--- config.mk ---
export PLATFORM = sky130hd
export DESIGN_NAME = lmb_run_fifo
export DESIGN_NICKNAME = d
export VERILOG_FILES = /design/src/hw/rtl/lmb_pkg.sv /design/src/hw/rtl/lmb_run_fifo.sv
export SDC_FILE = /design/constraint.sdc
export NUM_CORES = 1
export LEC_CHECK = 0
export ABC_AREA = 1
export BUFFER_PORTS_ARGS = -buffer_cell sky130_fd_sc_hd__buf_2
export CAP_MARGIN = 20
export CORE_AREA = 2 2 209 211
export CTS_CLUSTER_SIZE = 12
export DETAILED_ROUTE_END_ITERATION = 8
export DIE_AREA = 0 0 211 213
export HOLD_SLACK_MARGIN = 0.05
export PLACE_DENSITY_LB_ADDON = 0.1
export SLEW_MARGIN = 0
export SYNTH_ARGS = -nofsm -noshare
export SYNTH_HDL_FRONTEND = slang
export SYNTH_SLANG_ARGS = --single-unit
export TNS_END_PERCENT = 10
--- constraint.sdc ---
create_clock -name clk -period 8.54 [get_ports clk]
set_clock_uncertainty 0.1 [all_clocks]
set_input_delay 1.708 -clock clk [delete_from_list [all_inputs] [get_ports clk]]
set_output_delay 1.708 -clock clk [all_outputs]
set_load 0.05 [all_outputs]
--- src/hw/rtl/lmb_pkg.sv ---
// Shared constants, types and register codes of the 3x3 local-mean binarizer.
package lmb_pkg;

	localparam int MAX_WIDTH  = 2048;
	localparam int PIXEL_BITS = 8;

	localparam int COL_W    = $clog2(MAX_WIDTH);
	localparam int ROW_W    = 16;
	localparam int WCFG_W   = 12;
	localparam int HCFG_W   = 16;
	localparam int CSUM_W   = PIXEL_BITS + 2;
	localparam int SUM_W    = PIXEL_BITS + 4;

	localparam int RUN_DEPTH = 8;
	localparam int RUN_PTR_W = $clog2(RUN_DEPTH);

	localparam int APB_ADDR_W = 3;
	localparam int APB_DATA_W = 32;

	localparam logic REG_IMAGE_WIDTH  = 1'b0;
	localparam logic REG_IMAGE_HEIGHT = 1'b1;

	localparam logic [WCFG_W-1:0] WIDTH_RESET  = WCFG_W'(2048);
	localparam logic [HCFG_W-1:0] HEIGHT_RESET = HCFG_W'(2048);

	// Result slots of one run, in the order they are delivered.
	localparam int SLOT_UL = 0;
	localparam int SLOT_UR = 1;
	localparam int SLOT_LL = 2;
	localparam int SLOT_LR = 3;
	localparam int SLOTS   = 4;

	typedef logic [PIXEL_BITS-1:0] pix_t;
	typedef pix_t [2:0][2:0] win_t;

	typedef struct packed {
		logic [ROW_W-1:0] row;
		logic [COL_W-1:0] col;
		logic             last_col;
		logic             last_row;
		logic             has_res;
	} pos_t;

	typedef struct packed {
		logic [SLOTS-1:0] mask;
		logic [SLOTS-1:0] bits;
		logic [ROW_W-1:0] row;
		logic [COL_W-1:0] col;
	} run_t;

endpackage

--- src/hw/rtl/lmb_run_fifo.sv ---
// Run buffer and result sequencer, delivering a result beat per cycle unless stalled.
module lmb_run_fifo (
	input  logic                         clk,
	input  logic                         arst_n,
	input  logic                         push,
	input  lmb_pkg::run_t                push_run,
	output logic [lmb_pkg::RUN_PTR_W:0]  count,
	output logic                         res_valid,
	input  logic                         res_stall,
	output logic                         above_mean,
	output logic [lmb_pkg::ROW_W-1:0]    out_row,
	output logic [lmb_pkg::COL_W-1:0]    out_col,
	output logic                         last_of_run,
	output logic                         frame_done
);
	import lmb_pkg::*;

	run_t                 runs_q [RUN_DEPTH];
	logic [RUN_PTR_W-1:0] wr_ptr_q, rd_ptr_q;
	logic [RUN_PTR_W:0]   count_q;
	logic [SLOTS-1:0]     done_q;

	run_t             head;
	logic [SLOTS-1:0] rem, cur, after;
	logic             do_push, beat, pop;

	assign head      = runs_q[rd_ptr_q];
	assign rem       = head.mask & ~done_q;
	assign do_push   = push & (|push_run.mask);
	assign res_valid = count_q != '0;
	assign count     = count_q;

	always_comb begin
		cur = '0;
		priority if (rem[SLOT_UL]) begin
			cur[SLOT_UL] = 1'b1;
		end else if (rem[SLOT_UR]) begin
			cur[SLOT_UR] = 1'b1;
		end else if (rem[SLOT_LL]) begin
			cur[SLOT_LL] = 1'b1;
		end else if (rem[SLOT_LR]) begin
			cur[SLOT_LR] = 1'b1;
		end else begin
			cur = '0;
		end
	end

	assign after       = rem & ~cur;
	assign beat        = res_valid & ~res_stall;
	assign pop         = beat & (after == '0);
	assign last_of_run = after == '0;
	assign frame_done  = cur[SLOT_LR];
	assign above_mean  = |(cur & head.bits);
	assign out_row     = (cur[SLOT_UL] | cur[SLOT_UR]) ? head.row - ROW_W'(1) : head.row;
	assign out_col     = (cur[SLOT_UL] | cur[SLOT_LL]) ? head.col - COL_W'(1) : head.col;

	always_ff @(posedge clk or negedge arst_n) begin
		if (!arst_n) begin
			wr_ptr_q <= '0;
			rd_ptr_q <= '0;
			count_q  <= '0;
			done_q   <= '0;
		end else begin
			if (do_push) begin
				wr_ptr_q <= wr_ptr_q + RUN_PTR_W'(1);
			end
			if (pop) begin
				rd_ptr_q <= rd_ptr_q + RUN_PTR_W'(1);
				done_q   <= '0;
			end else if (beat) begin
				done_q <= done_q | cur;
			end
			if (do_push && !pop) begin
				count_q <= count_q + (RUN_PTR_W + 1)'(1);
			end else if (pop && !do_push) begin
				count_q <= count_q - (RUN_PTR_W + 1)'(1);
			end
		end
	end

	always_ff @(posedge clk) begin
		if (do_push) begin
			runs_q[wr_ptr_q] <= push_run;
		end
	end

endmodule

==> flow_summary_export.csv <==
group,metric,value,unit
status,status,"finished clean",
drt,wl,36290,µm
floorplanning,io_pins,74,
power,ir_drop,0.3197,mV
sta,setup_tns,0,ns
drt,routed.top_layer,"met4",
power,powerDensity,408.7,nW/µm²
yosys,synthFlopType,"edfxtp_1",
setup_path,cp.required,6.73,ns
power,p_clk_frac,0.246,
setup_path,cp-end-kind,"output pin",
grt,grt_max_degree,64,
setup_path,slowest_delay,0.73,ns
setup_path,worstSetupPathType,"reg -> out",
clock_tree,clockBufferDepth,3,
job,max_cap_viol_count,0,
sta,rsz0062_at_grt,"no",
setup_path,worst_path_max_delay_cell,"inv_2",
sta,finalSetupViolCount,0,
floorplanning,initial_core_util,0.3062,
sta,final_max_slew_viol_count,0,
floorplanning,die_area,44940,µm²
yosys,ys_ff_latch,294,
sta,tightest_slew,0.8953,ns
grt,grt_pass1_wl,54790,µm
final_layout,layout-drive-gt1-share,0.1386,
clock_tree,cts_setup_buffers,0,
power,power.internal,0.003332,W
sta,hold-worst-slack,0.3883,ns
grt,grt-ovfl-total,0,
yosys,avgSynthCellArea,10.75,µm²
drt,wl_met2,16830,µm
placed_design,dp_hpwl,20320,µm
drt,avgViaCountPerCell,4.614,
clock_tree,cts_buffers,36,
yosys,syn_inst,1216,
placed_design,numPortBuffers,73,
final_layout,nNetsFinal,1335,
setup_path,path_buf_inv,4,
final_layout,final_area,15080,µm²
power,p_comb_frac,0.454,
drt,remaining_drc_errors,0,
placed_design,gp_congestion,0.7389,
drt,drtPass1Iterations,5,
yosys,synth_area,13070,µm²
drt,drt_iter0_drc,468,
clock_tree,h-tree-depth,2,
setup_path,critPathMaxFanout,43,
sta,fmax,174.6,MHz
clock_tree,cts.hold.buffers_added,0,
sta,slew_headroom,0.4022,
grt,grt_usage,0.1657,
drt,routedWlPerCell,19.50,µm
yosys,syn_nets,1263,
power,seqPwrFrac,0.300,
yosys,synth_edf_count,280,
clock_tree,cts.reportedPaths.clkPinSlew,0.06,ns
drt,vias,8587,
worst_hold_path,hp-class,"reg -> reg",
power,p_leak,5.916,nW
floorplanning,core_area,42700,µm²
setup_path,start_kind,"flop",
power,netSwitchingFraction,0.4593,
clock_tree,cts_tree,"yes",
yosys,yosys_warnings,0,
clock_tree,ctsResizeCount,0,
yosys,seq_area_frac_synth,0.6700,
clock_tree,cts_num_sinks,294,
setup_path,arrival,3.92,ns
yosys,ys_types,43,
placed_design,pre_cts_slack,3.355,ns
yosys,synthArstFlopShare,0.04762,
power,p_total,0.006163,W
sta,period_needed,5.729,ns
placed_design,dpl_cell_area,13920,µm²
floorplanning,rows,76,
grt,grt_pass1_vias,8782,
clock_tree,clkLatencyLatePin,0.54,ns
drt,wl_met3,1452,µm
clock_tree,cts-root-buf,"clkbuf_16",
sta,fin_crit_sh,0.6708,
setup_path,cpLargestDelayFamily,"buffers and inverters",
drt,wl_met1,17220,µm
floorplanning,die_width,211,µm
floorplanning,die_y,213,µm
final_layout,synthToLayoutAreaGrowth,15.34,%
setup_path,path_cells,"inv_2 -> buf_4 -> o21ai_0 -> o21ai_0 -> nand2_1 -> nand2_1 -> inv_1 -> ha_1 -> nand4_2 -> nor2_4 -> xnor2_1 -> buf_2",
power,p_switching,0.002831,W
grt,antenna_found_initial,1,
sta,fin_ws,2.811,ns
sta,hold_viol,0,
drt,final_antenna_net_count,0,
## tightest hold or removal path: cells and delay by family (launching register included)
family,cells,cell delay (ns)
AO/OA/AOI/OAI,1,0.07
buffers and inverters,1,0.05
flip-flops,1,0.34
## worst paths after layout
check,from,to,slack (ns),depth (start not counted)
max in group asynchronous,arst_n,rd_ptr_q[0],7.02,1
setup / recovery,rd_ptr_q[1],out_row[8],2.81,12
min in group asynchronous,arst_n,count[0],0.99,1
hold reg to reg,done_q[2],done_q[2],0.39,2
setup reg to reg,rd_ptr_q[0],count[3],4.22,18
hold / removal,done_q[2],done_q[2],0.39,2
## cells in the final DEF, fill, tap and decap left out, types with 6 or more instances in the layout
master | synthesis | final
a21oi_1 | 12 | 12
ha_1 | 7 | 7
xor2_1 | 13 | 13
inv_1 | 108 | 106
clkbuf_16 | 0 | 37
nand2_1 | 324 | 324
edfxtp_1 | 280 | 280
o21ai_0 | 73 | 73
nor2_1 | 154 | 146
a32o_1 | 6 | 6
nand3_2 | 6 | 6
buf_2 | 21 | 73
nor2_4 | 4 | 12
o21ai_1 | 17 | 17
clkinv_1 | 0 | 9
nand3_1 | 89 | 89
dfrtp_1 | 14 | 11
buf_4 | 10 | 17
nand4_1 | 12 | 12
## per-stage QoR
step                        util  std cells
after CTS                 0.3530       1859
after floorplan                -       1216
after global placement    0.3260       1796
after detailed placement  0.3260       1796
final                     0.3532       1861
after global routing      0.3530       1859
## layer usage
metal,vias up,global-route usage
met5,-,0
met2,149,0.2701
met3,46,0.02897
li1,4240,-
met4,0,0.04711
met1,4152,0.2271
## registers in the layout, summed over array words and instances (netlist names)
| register | cells |
|---|---|
| count | 4 |
| runs_q | 280 |
| done_q | 4 |
| rd_ptr_q | 3 |
| wr_ptr_q | 3 |
## kinds of logic (layout without fill, tap and decap cells)
logic type	after synthesis	in the layout	synth area share
AO/OA/AOI/OAI	124	124	0.05370
XOR/XNOR	17	17	0.01139
adder cells (fa/ha/maj)	8	8	0.008231
buffers and inverters	167	264	0.06231
flip-flops	294	294	0.6700
other	0	2	0
AND/OR/NAND/NOR	606	606	0.1944
## power groups by stage
stage               clock network, W  logic (W)  registers, W
floorplan                          0    0.00212       0.00187
finish                       0.00151    0.00280       0.00185
global placement                   0    0.00286       0.00188
detailed placement                 0    0.00286       0.00188
CTS                          0.00156    0.00287       0.00185
global route                 0.00161    0.00311       0.00187
## Yosys cell counts (2+ instances only)
cell      number  area, µm²
a21oi_1       12      60.06
a32o_1         6      60.06
buf_1          3      11.26
buf_2         21      105.1
buf_4         10      75.07
buf_6         15      168.9
clkbuf_1       6      22.52
dfrtp_1       14      350.3
edfxtp_1     280       8408
ha_1           7      87.58
inv_1        108      405.4
inv_2          3      11.26
nand2_1      324       1216
nand2_2        4      25.02
nand3_1       89      445.4
nand3_2        6      60.06
nand3b_1       2      15.01
nand4_1       12      75.07
nor2_1       154      578.1
nor2_2         5      31.28
nor2_4         4      45.04
nor3_2         2      20.02
o21ai_0       73      365.4
o21ai_1       17      85.08
o21ai_2        2      17.52
o221ai_1       2      17.52
o22ai_1        4      25.02
xnor2_1        4      35.03
xor2_1        13      113.9
## final cells by class
type | count | area (µm²)
timing repair buffer | 90 | 493.0
inverter | 111 | 419.2
clock buffer | 41 | 940.9
multi-input combinational | 755 | 3560
tap | 546 | 683.2
fill | 4290 | 27620
antenna | 2 | 5.005
clock inverter | 22 | 212.7
sequential | 294 | 8765
Note: power is estimated with default switching activity, not from simulation.
