File: src/hw/rtl/lmb_pkg.sv
// Shared constants, types and register codes of the 3x3 local-mean binarizer.
package lmb_pkg;

	localparam int MAX_WIDTH  = 2048;
	localparam int PIXEL_BITS = 8;

	localparam int COL_W    = $clog2(MAX_WIDTH);
	localparam int ROW_W    = 16;
	localparam int WCFG_W   = 12;
	localparam int HCFG_W   = 16;
	localparam int CSUM_W   = PIXEL_BITS + 2;
	localparam int SUM_W    = PIXEL_BITS + 4;

	localparam int RUN_DEPTH = 8;
	localparam int RUN_PTR_W = $clog2(RUN_DEPTH);

	localparam int APB_ADDR_W = 3;
	localparam int APB_DATA_W = 32;

	localparam logic REG_IMAGE_WIDTH  = 1'b0;
	localparam logic REG_IMAGE_HEIGHT = 1'b1;

	localparam logic [WCFG_W-1:0] WIDTH_RESET  = WCFG_W'(2048);
	localparam logic [HCFG_W-1:0] HEIGHT_RESET = HCFG_W'(2048);

	// Result slots of one run, in the order they are delivered.
	localparam int SLOT_UL = 0;
	localparam int SLOT_UR = 1;
	localparam int SLOT_LL = 2;
	localparam int SLOT_LR = 3;
	localparam int SLOTS   = 4;

	typedef logic [PIXEL_BITS-1:0] pix_t;
	typedef pix_t [2:0][2:0] win_t;

	typedef struct packed {
		logic [ROW_W-1:0] row;
		logic [COL_W-1:0] col;
		logic             last_col;
		logic             last_row;
		logic             has_res;
	} pos_t;

	typedef struct packed {
		logic [SLOTS-1:0] mask;
		logic [SLOTS-1:0] bits;
		logic [ROW_W-1:0] row;
		logic [COL_W-1:0] col;
	} run_t;

endpackage

File: src/hw/rtl/lmb_judge.sv
// Two-stage neighborhood sum and threshold compare for the four result slots of a run.
module lmb_judge (
	input  logic          clk,
	input  logic          arst_n,
	input  logic          valid_s2,
	input  lmb_pkg::pos_t pos_s2,
	input  lmb_pkg::win_t win,
	output logic          valid_s3,
	output lmb_pkg::run_t run_s3
);
	import lmb_pkg::*;

	logic [CSUM_W-1:0] col_a [3];
	logic [CSUM_W-1:0] col_b [3];
	logic [2:0][PIXEL_BITS-1:0] up_row;

	logic [CSUM_W-1:0] a_lf_s3, a1_s3, a2_s3, b_lf_s3, b1_s3, b2_s3;
	pix_t [SLOTS-1:0]  ctr_s3;
	logic [SLOTS-1:0]  mask_s3;
	logic [ROW_W-1:0]  row_s3;
	logic [COL_W-1:0]  col_s3;

	logic [SUM_W-1:0] sum [SLOTS];
	logic [SUM_W-1:0] nine [SLOTS];
	logic [SLOTS-1:0] bits;

	// Column sums with the row above replicated on the top row of the frame.
	always_comb begin
		up_row = (pos_s2.row == ROW_W'(1)) ? win[1] : win[0];
		for (int j = 0; j < 3; j++) begin
			col_a[j] = CSUM_W'(up_row[j]) + CSUM_W'(win[1][j]) + CSUM_W'(win[2][j]);
			col_b[j] = CSUM_W'(win[1][j]) + {1'b0, win[2][j], 1'b0};
		end
	end

	always_ff @(posedge clk or negedge arst_n) begin
		if (!arst_n) begin
			valid_s3 <= 1'b0;
		end else begin
			valid_s3 <= valid_s2;
		end
	end

	always_ff @(posedge clk) begin
		if (valid_s2) begin
			a_lf_s3 <= (pos_s2.col == COL_W'(1)) ? col_a[1] : col_a[0];
			b_lf_s3 <= (pos_s2.col == COL_W'(1)) ? col_b[1] : col_b[0];
			a1_s3   <= col_a[1];
			a2_s3   <= col_a[2];
			b1_s3   <= col_b[1];
			b2_s3   <= col_b[2];
			ctr_s3[SLOT_UL] <= win[1][1];
			ctr_s3[SLOT_UR] <= win[1][2];
			ctr_s3[SLOT_LL] <= win[2][1];
			ctr_s3[SLOT_LR] <= win[2][2];
			mask_s3[SLOT_UL] <= pos_s2.has_res;
			mask_s3[SLOT_UR] <= pos_s2.has_res & pos_s2.last_col;
			mask_s3[SLOT_LL] <= pos_s2.has_res & pos_s2.last_row;
			mask_s3[SLOT_LR] <= pos_s2.has_res & pos_s2.last_col & pos_s2.last_row;
			row_s3 <= pos_s2.row;
			col_s3 <= pos_s2.col;
		end
	end

	// Right column is replicated for the slots on the last column.
	always_comb begin
		sum[SLOT_UL] = SUM_W'(a_lf_s3) + SUM_W'(a1_s3) + SUM_W'(a2_s3);
		sum[SLOT_UR] = SUM_W'(a1_s3) + {1'b0, a2_s3, 1'b0};
		sum[SLOT_LL] = SUM_W'(b_lf_s3) + SUM_W'(b1_s3) + SUM_W'(b2_s3);
		sum[SLOT_LR] = SUM_W'(b1_s3) + {1'b0, b2_s3, 1'b0};
		for (int k = 0; k < SLOTS; k++) begin
			nine[k] = {1'b0, ctr_s3[k], 3'b000} + SUM_W'(ctr_s3[k]);
			bits[k] = nine[k] > sum[k];
		end
	end

	assign run_s3.mask = mask_s3;
	assign run_s3.bits = bits;
	assign run_s3.row  = row_s3;
	assign run_s3.col  = col_s3;

endmodule

File: config.mk
export PLATFORM = sky130hd
export DESIGN_NAME = lmb_judge
export DESIGN_NICKNAME = d
export VERILOG_FILES = /design/src/hw/rtl/lmb_pkg.sv /design/src/hw/rtl/lmb_judge.sv
export SDC_FILE = /design/constraint.sdc
export NUM_CORES = 1
export LEC_CHECK = 0
export BUFFER_PORTS_ARGS = -buffer_cell sky130_fd_sc_hd__buf_2
export CAP_MARGIN = 20
export CORE_MARGIN = 1
export CORE_UTILIZATION = 25
export CTS_CLUSTER_SIZE = 12
export DETAILED_ROUTE_END_ITERATION = 12
export MAX_ROUTING_LAYER = met4
export PLACE_DENSITY = 0.39
export SYNTH_ARGS = -nofsm -noshare
export SYNTH_HDL_FRONTEND = slang
export SYNTH_SLANG_ARGS = --single-unit
File: constraint.sdc
create_clock -name clk -period 4.9 [get_ports clk]
set_clock_uncertainty 0.05 [all_clocks]
set_input_delay 0.98 -clock clk [delete_from_list [all_inputs] [get_ports clk]]
set_output_delay 0.98 -clock clk [all_outputs]
set_load 0.02 [all_outputs]
==> results of run 1 <==
final cells by class:
type	count	area, µm²	share of cell area
diodes	1	2.50	0.000203
clock inverters	14	100	0.00812
well taps	525	657	0.0533
repair buffers	162	906	0.0734
flip-flops and latches	122	3660	0.297
inverters	76	285	0.0231
clock buffers	18	429	0.0348
multi-input cells	680	6300	0.510
power by group:
group	switching, mW	internal, mW	total, mW
Clock	0.513	0.644	1.16
Sequential	0.115	1.33	1.45
Combinational	1.73	1.61	3.35
Total	2.36	3.59	5.95
sequential cells by signal, indices dropped and copies added (netlist names):
register  flops
a1_s3        10
a2_s3        10
a_lf_s3      10
b1_s3        10
b2_s3        10
b_lf_s3      10
col_s3       11
ctr_s3       30
mask_s3       4
row_s3       16
valid_s3      1
cell usage after synthesis, types with 3 or more instances:
cell type  number
a21oi_1        84
nand4_1         9
a211oi_1       13
nor2b_1        24
o21ai_0        38
nand2b_1        8
xnor2_1        51
nor4_1          5
o31ai_1         7
a21oi_2         3
inv_1          76
ha_1          146
mux2_2         26
nor2_1         39
a221oi_1        4
nand2_1        23
o21a_1         13
clkbuf_1        3
a21o_1         39
and3_1          5
o31a_1          3
xor2_1         36
edfxtp_1      121
fa_1           58
o2111a_1        4
o21bai_1       20
buf_2           3
through the flow:
step | instance area, µm² | setup TNS (ns) | instances
after floorplan | 10200 | 0 | 884
after global placement | 11600 | 0 | 1555
after detailed placement | 11600 | 0 | 1555
after CTS | 12300 | -0.263 | 1595
after global routing | 12300 | -0.665 | 1597
final | 12300 | -0.143 | 1598
worst max path at each step:
stage                     slack (ns)          to      from  depth (start not counted)
final                          -0.08  run_s3[27]  a1_s3[1]                         17
after global routing           -0.37  run_s3[27]  a1_s3[1]                         19
after CTS                      -0.13  run_s3[29]  b1_s3[1]                         18
after detailed placement      0.0002  run_s3[29]  b1_s3[1]                         18
after global placement          0.06  run_s3[29]  b1_s3[1]                         18
after floorplan                 0.39  run_s3[29]  b1_s3[1]                         17
repair_timing:
action / in CTS / in global routing
setup endpoints to repair: 3 / 4
pin swaps: 17 / 6
gates cloned: 0 / 0
endpoints found under the hold margin: 0 / 0
hold buffers: 0 / 0
setup buffers: 8 / 2
resized for setup: 24 / 15
cells by family (layout without fill, tap and decap cells):
| logic type | Yosys count | in the layout | synth area share |
|---|---|---|---|
| buffers and inverters | 82 | 270 | 0.0307 |
| xor gates and xnor gates | 87 | 87 | 0.0750 |
| adders and majority gates | 204 | 204 | 0.294 |
| DFF | 122 | 122 | 0.360 |
| and+or+nand+nor | 123 | 123 | 0.0609 |
| muxes | 26 | 26 | 0.0288 |
| other | 0 | 1 | 0 |
| AOI/OAI and AO/OA | 240 | 240 | 0.150 |
per-layer routing:
| layer | vias to the layer above | GRT usage | share of wire |
|---|---|---|---|
| li1 | 3590 | - | - |
| met4 | 0 | 0.0371 | 0.010 |
| met1 | 3379 | 0.212 | 0.53 |
| met3 | 14 | 0.0214 | 0.034 |
| met2 | 155 | 0.211 | 0.42 |
| met5 | - | - | 0 |
==> impl_metrics.py, run 1 <==
metrics = {
    "clock_tree": {
        "root_buffer": "clkbuf_16",
        "tritoncts": "built",
        "clock-sinks": 122,
        "numCtsBuffers": 17,
        "htreeDepth": 4,
        "path_clk_slew_ns": 0.06,
        "cts.path.max_buffers": 2,
    },
    "grt": {
        "grt_overflow": 0,
        "grt_pass1_vias": 7439,
        "grt_max_degree": 65,
        "grt_use_total": 0.146,
        "antenna_found_initial": 0,
        "grt_pass1_wl_um": 43500,
    },
    "route": {
        "initialDrtViolationCount": 355,
        "num_vias": 7138,
        "ant_nets": 0,
        "wirelength_um": 28100,
        "drcViolationCount": 0,
        "wl_per_cell_um": 17.6,
        "viasPerCell": 4.47,
        "dr.pass1.iters": 6,
    },
    "placed_design": {
        "io_buffers": 140,
        "place_ws_ns": 0.000177,
        "hpwl_um": 23700,
        "place.gp.congestion": 0.792,
    },
    "logic_synthesis": {
        "ys_seq_elements": 122,
        "ys_seq_area_frac": 0.360,
        "synth_cell_type_count": 42,
        "yosys_warnings": 0,
        "synthFlopType": "edfxtp_1",
        "syn_nets": 1193,
        "synth.avg_cell_area_um2": 11.5,
        "syn_area_mm2": 0.0102,
        "netlist.area_leader.share": 0.358,
        "synth-async-reset-ratio": 0.00820,
        "synthTopCellsByArea": "edfxtp_1 (36%), ha_1 (18%), fa_1 (11%)",
        "synthCells": 884,
        "yosysTopAreaCell": "edfxtp_1",
        "synth_edf_count": 121,
    },
    "worst_setup_path": {
        "cp_data_required_time_ns": 3.87,
        "crit_type": "reg -> out",
        "critPathLaunchType": "flip-flop",
        "cp_max_fo": 2,
        "cpPeakStageDelay_ns": 0.52,
        "path_delay_family": "adder cells",
        "path_cells": "inv_1, fa_1, inv_2, ha_4, fa_2, a21o_1, a21oi_2, o21bai_1, a21oi_2, buf_4, xor2_1, ha_1, and3_4, a221oi_2, o221ai_1, o21a_1, buf_6",
        "endpoint_kind": "output port",
        "cp.arrival_ns": 3.95,
        "cp_slowest_cell": "fa_1",
        "path_buf_inv": 4,
        "crit_top_cell": "a21oi_2",
    },
    "worst_hold_path": {
        "hp-class": "in -> async",
    },
    "timing": {
        "tightest_slew_ns": 0.787,
        "hold_viol_final": 0,
        "maxSlewHeadroom": 0.475,
        "period_share": 1.02,
        "setup_slack_ns": -0.0804,
        "hold-worst-slack_ns": 0.259,
        "slew_viol_final": 0,
        "setup_viol_count_final": 2,
        "rsz0062_at_grt": "true",
        "period_needed_ns": 4.98,
        "max_clock_freq_mhz": 201,
    },
    "layout": {
        "final_cell_mix": "ha_1 (144), buf_2 (137), edfxtp_1 (121)",
        "drive_gt1_frac": 0.234,
        "utilization": 0.309,
        "synthToLayoutAreaGrowth_pct": 21.4,
        "fill_cells": 4117,
        "final_net_count": 1368,
        "layout_commonest_cell": "ha_1",
    },
    "die": {
        "die_h_um": 204,
        "die_area_mm2": 0.0414,
        "rows": 73,
        "coreArea_mm2": 0.0399,
        "initial_core_util": 0.254,
        "io_pins": 141,
        "die_x_um": 204,
    },
    "power": {
        "p_per_area_mw_per_mm2": 482,
        "ir_drop_mv": 0.237,
        "p_total_mw": 5.95,
        "p_leak_nw": 5.35,
    },
    "run_status": {
        "violations": "setup timing",
        "status": "finished, violations left",
    },
    "job": {
        "cap_violations": 0,
    },
}
Power figures use the tool's default switching activity.
==> run 2, diff against run 1 <==
Settings changed: CTS_BUF_LIST set to sky130_fd_sc_hd__clkbuf_4 sky130_fd_sc_hd__clkbuf_8, SETUP_SLACK_MARGIN set to 0.02.
==> impl_metrics.py, run 2 (same netlist as run 1, synthesis figures left out) <==
metrics = {
    "worst_setup_path": {
        "crit_top_cell": "a21oi_2",
        "critPathLaunchType": "flip-flop",
        "cp_slowest_cell": "fa_1",
        "crit_type": "reg -> out",
        "cp_max_fo": 2,
        "cpPeakStageDelay_ns": 0.50,
        "endpoint_kind": "output port",
        "cp.arrival_ns": 3.99,
        "path_cells": "inv_1, fa_1, inv_2, ha_4, fa_2, a21o_1, a21oi_2, o21bai_1, a21oi_2, buf_4, xor2_1, ha_1, and3_4, a221oi_2, o221ai_1, o21a_1, buf_6",
        "cp_data_required_time_ns": 3.87,
    },
    "layout": {
        "regMostFlops": "ctr_s3",
        "multi_input_area_mm2": 0.00630,
        "utilization": 0.305,
        "largest_reg_flops": 30,
        "final_net_count": 1368,
        "seq_area_mm2": 0.00366,
        "layout_commonest_cell": "ha_1",
        "fill_cells": 4137,
        "synthToLayoutAreaGrowth_pct": 19.7,
        "final_cell_mix": "ha_1 (143), buf_2 (136), edfxtp_1 (121)",
        "reg_top3": "ctr_s3 (30), row_s3 (16), col_s3 (11)",
        "drive_gt1_frac": 0.237,
    },
    "timing": {
        "hold_viol_final": 0,
        "setup_tns_ns": -0.219,
        "tightest_slew_ns": 0.788,
        "setup_viol_count_final": 2,
        "rsz0062_at_grt": "true",
        "slew_viol_final": 0,
        "setup_slack_ns": -0.116,
        "max_clock_freq_mhz": 199,
        "period_needed_ns": 5.02,
        "hold-worst-slack_ns": 0.217,
        "period_share": 1.02,
        "maxSlewHeadroom": 0.474,
    },
    "die": {
        "initial_core_util": 0.254,
        "coreArea_mm2": 0.0399,
        "die_area_mm2": 0.0414,
        "die_h_um": 204,
        "rows": 73,
        "io_pins": 141,
        "die_x_um": 204,
    },
    "placed_design": {
        "io_buffers": 140,
        "place.gp.congestion": 0.792,
        "hpwl_um": 23700,
        "place_ws_ns": 0.000177,
    },
    "run_status": {
        "violations": "setup timing",
        "status": "finished, violations left",
    },
    "route": {
        "wl_per_cell_um": 17.5,
        "top_layer_used": "met4",
        "ant_nets": 0,
        "dr.pass1.iters": 4,
        "viasPerCell": 4.47,
        "num_vias": 7148,
        "drcViolationCount": 0,
        "wl_met2_um": 12000,
        "drt-met1-wl_um": 14600,
        "wirelength_um": 28000,
        "wl_met3_um": 1320,
        "initialDrtViolationCount": 367,
    },
    "job": {
        "cap_violations": 0,
    },
    "clock_tree": {
        "numCtsBuffers": 17,
        "cts.path.max_buffers": 2,
        "root_buffer": "clkbuf_8",
        "clock-sinks": 122,
        "tritoncts": "built",
        "cts_hold_buffers": 0,
        "htreeDepth": 4,
        "path_clk_slew_ns": 0.08,
    },
    "grt": {
        "grt_use_total": 0.146,
        "grt_max_degree": 65,
        "antenna_found_initial": 0,
        "grt_pass1_vias": 7418,
        "grt_pass1_wl_um": 43500,
        "grt_overflow": 0,
    },
    "worst_hold_path": {
        "hp-class": "in -> async",
    },
    "power": {
        "p_leak_nw": 5.27,
        "ir_drop_mv": 0.169,
        "p_per_area_mw_per_mm2": 462,
    },
}
==> run 2: cell counts in the layout (fill, tap and decap cells not counted) <==
No cell type changed its count.
==> run 2: through the flow <==
| step | instance area (µm²) | power (mW) | cells |
|---|---|---|---|
| after floorplan | 10200 | 3.65 | 884 |
| after global placement | 11600 | 4.49 | 1555 |
| after detailed placement | 11600 | 4.48 | 1555 |
| after CTS | 12100 | 5.61 | 1595 |
| after global routing | 12200 | 6.20 | 1597 |
| final | 12200 | 5.61 | 1598 |
==> run 2: worst max-delay path: cells and delay by family, from the launching register on <==
kind,cells,cell delay (ns)
xor+xnor,1,0.16
buf+inv,4,0.39
fa+ha+maj,4,1.28
simple gates,1,0.19
compound gates,7,1.15
flops,1,0.35
==> run 2: worst max-delay path by stage <==
stage                  start          to  slack, ns  cells after the start
floorplan           b1_s3[1]  run_s3[29]       0.39                     17
global placement    b1_s3[1]  run_s3[29]       0.06                     18
detailed placement  b1_s3[1]  run_s3[29]     0.0002                     18
CTS                 b1_s3[1]  run_s3[29]      -0.20                     18
global route        a2_s3[1]  run_s3[27]      -0.43                     19
finish              a2_s3[1]  run_s3[27]      -0.12                     17
==> run 2: area by class of cell <==
cell class,instances,area share
sequential,122,0.301
clock inverter,14,0.00823
antenna,1,0.000206
inverter,76,0.0235
timing repair buffer,162,0.0747
tap,525,0.0540
multi-input combinational,680,0.518
clock buffer,18,0.0199
==> run 2: repair_timing <==
action / CTS / global route
gates resized for setup: 26 / 15
setup buffers: 8 / 2
endpoints found under the setup margin: 4 / 4
pin swaps: 17 / 6
==> run 2: report_power, final <==
group / switching (mW) / total [mW] / internal [mW]
registers: 0.115 / 1.44 / 1.33
clock network: 0.468 / 0.821 / 0.353
logic: 1.73 / 3.35 / 1.61
total: 2.32 / 5.61 / 3.30
==> run 2: routing by layer <==
layer / global-route usage / vias to the layer above
met3: 0.0276 / 11
met4: 0.0282 / 0
met2: 0.211 / 159
met5: - / -
met1: 0.212 / 3394
li1: - / 3584
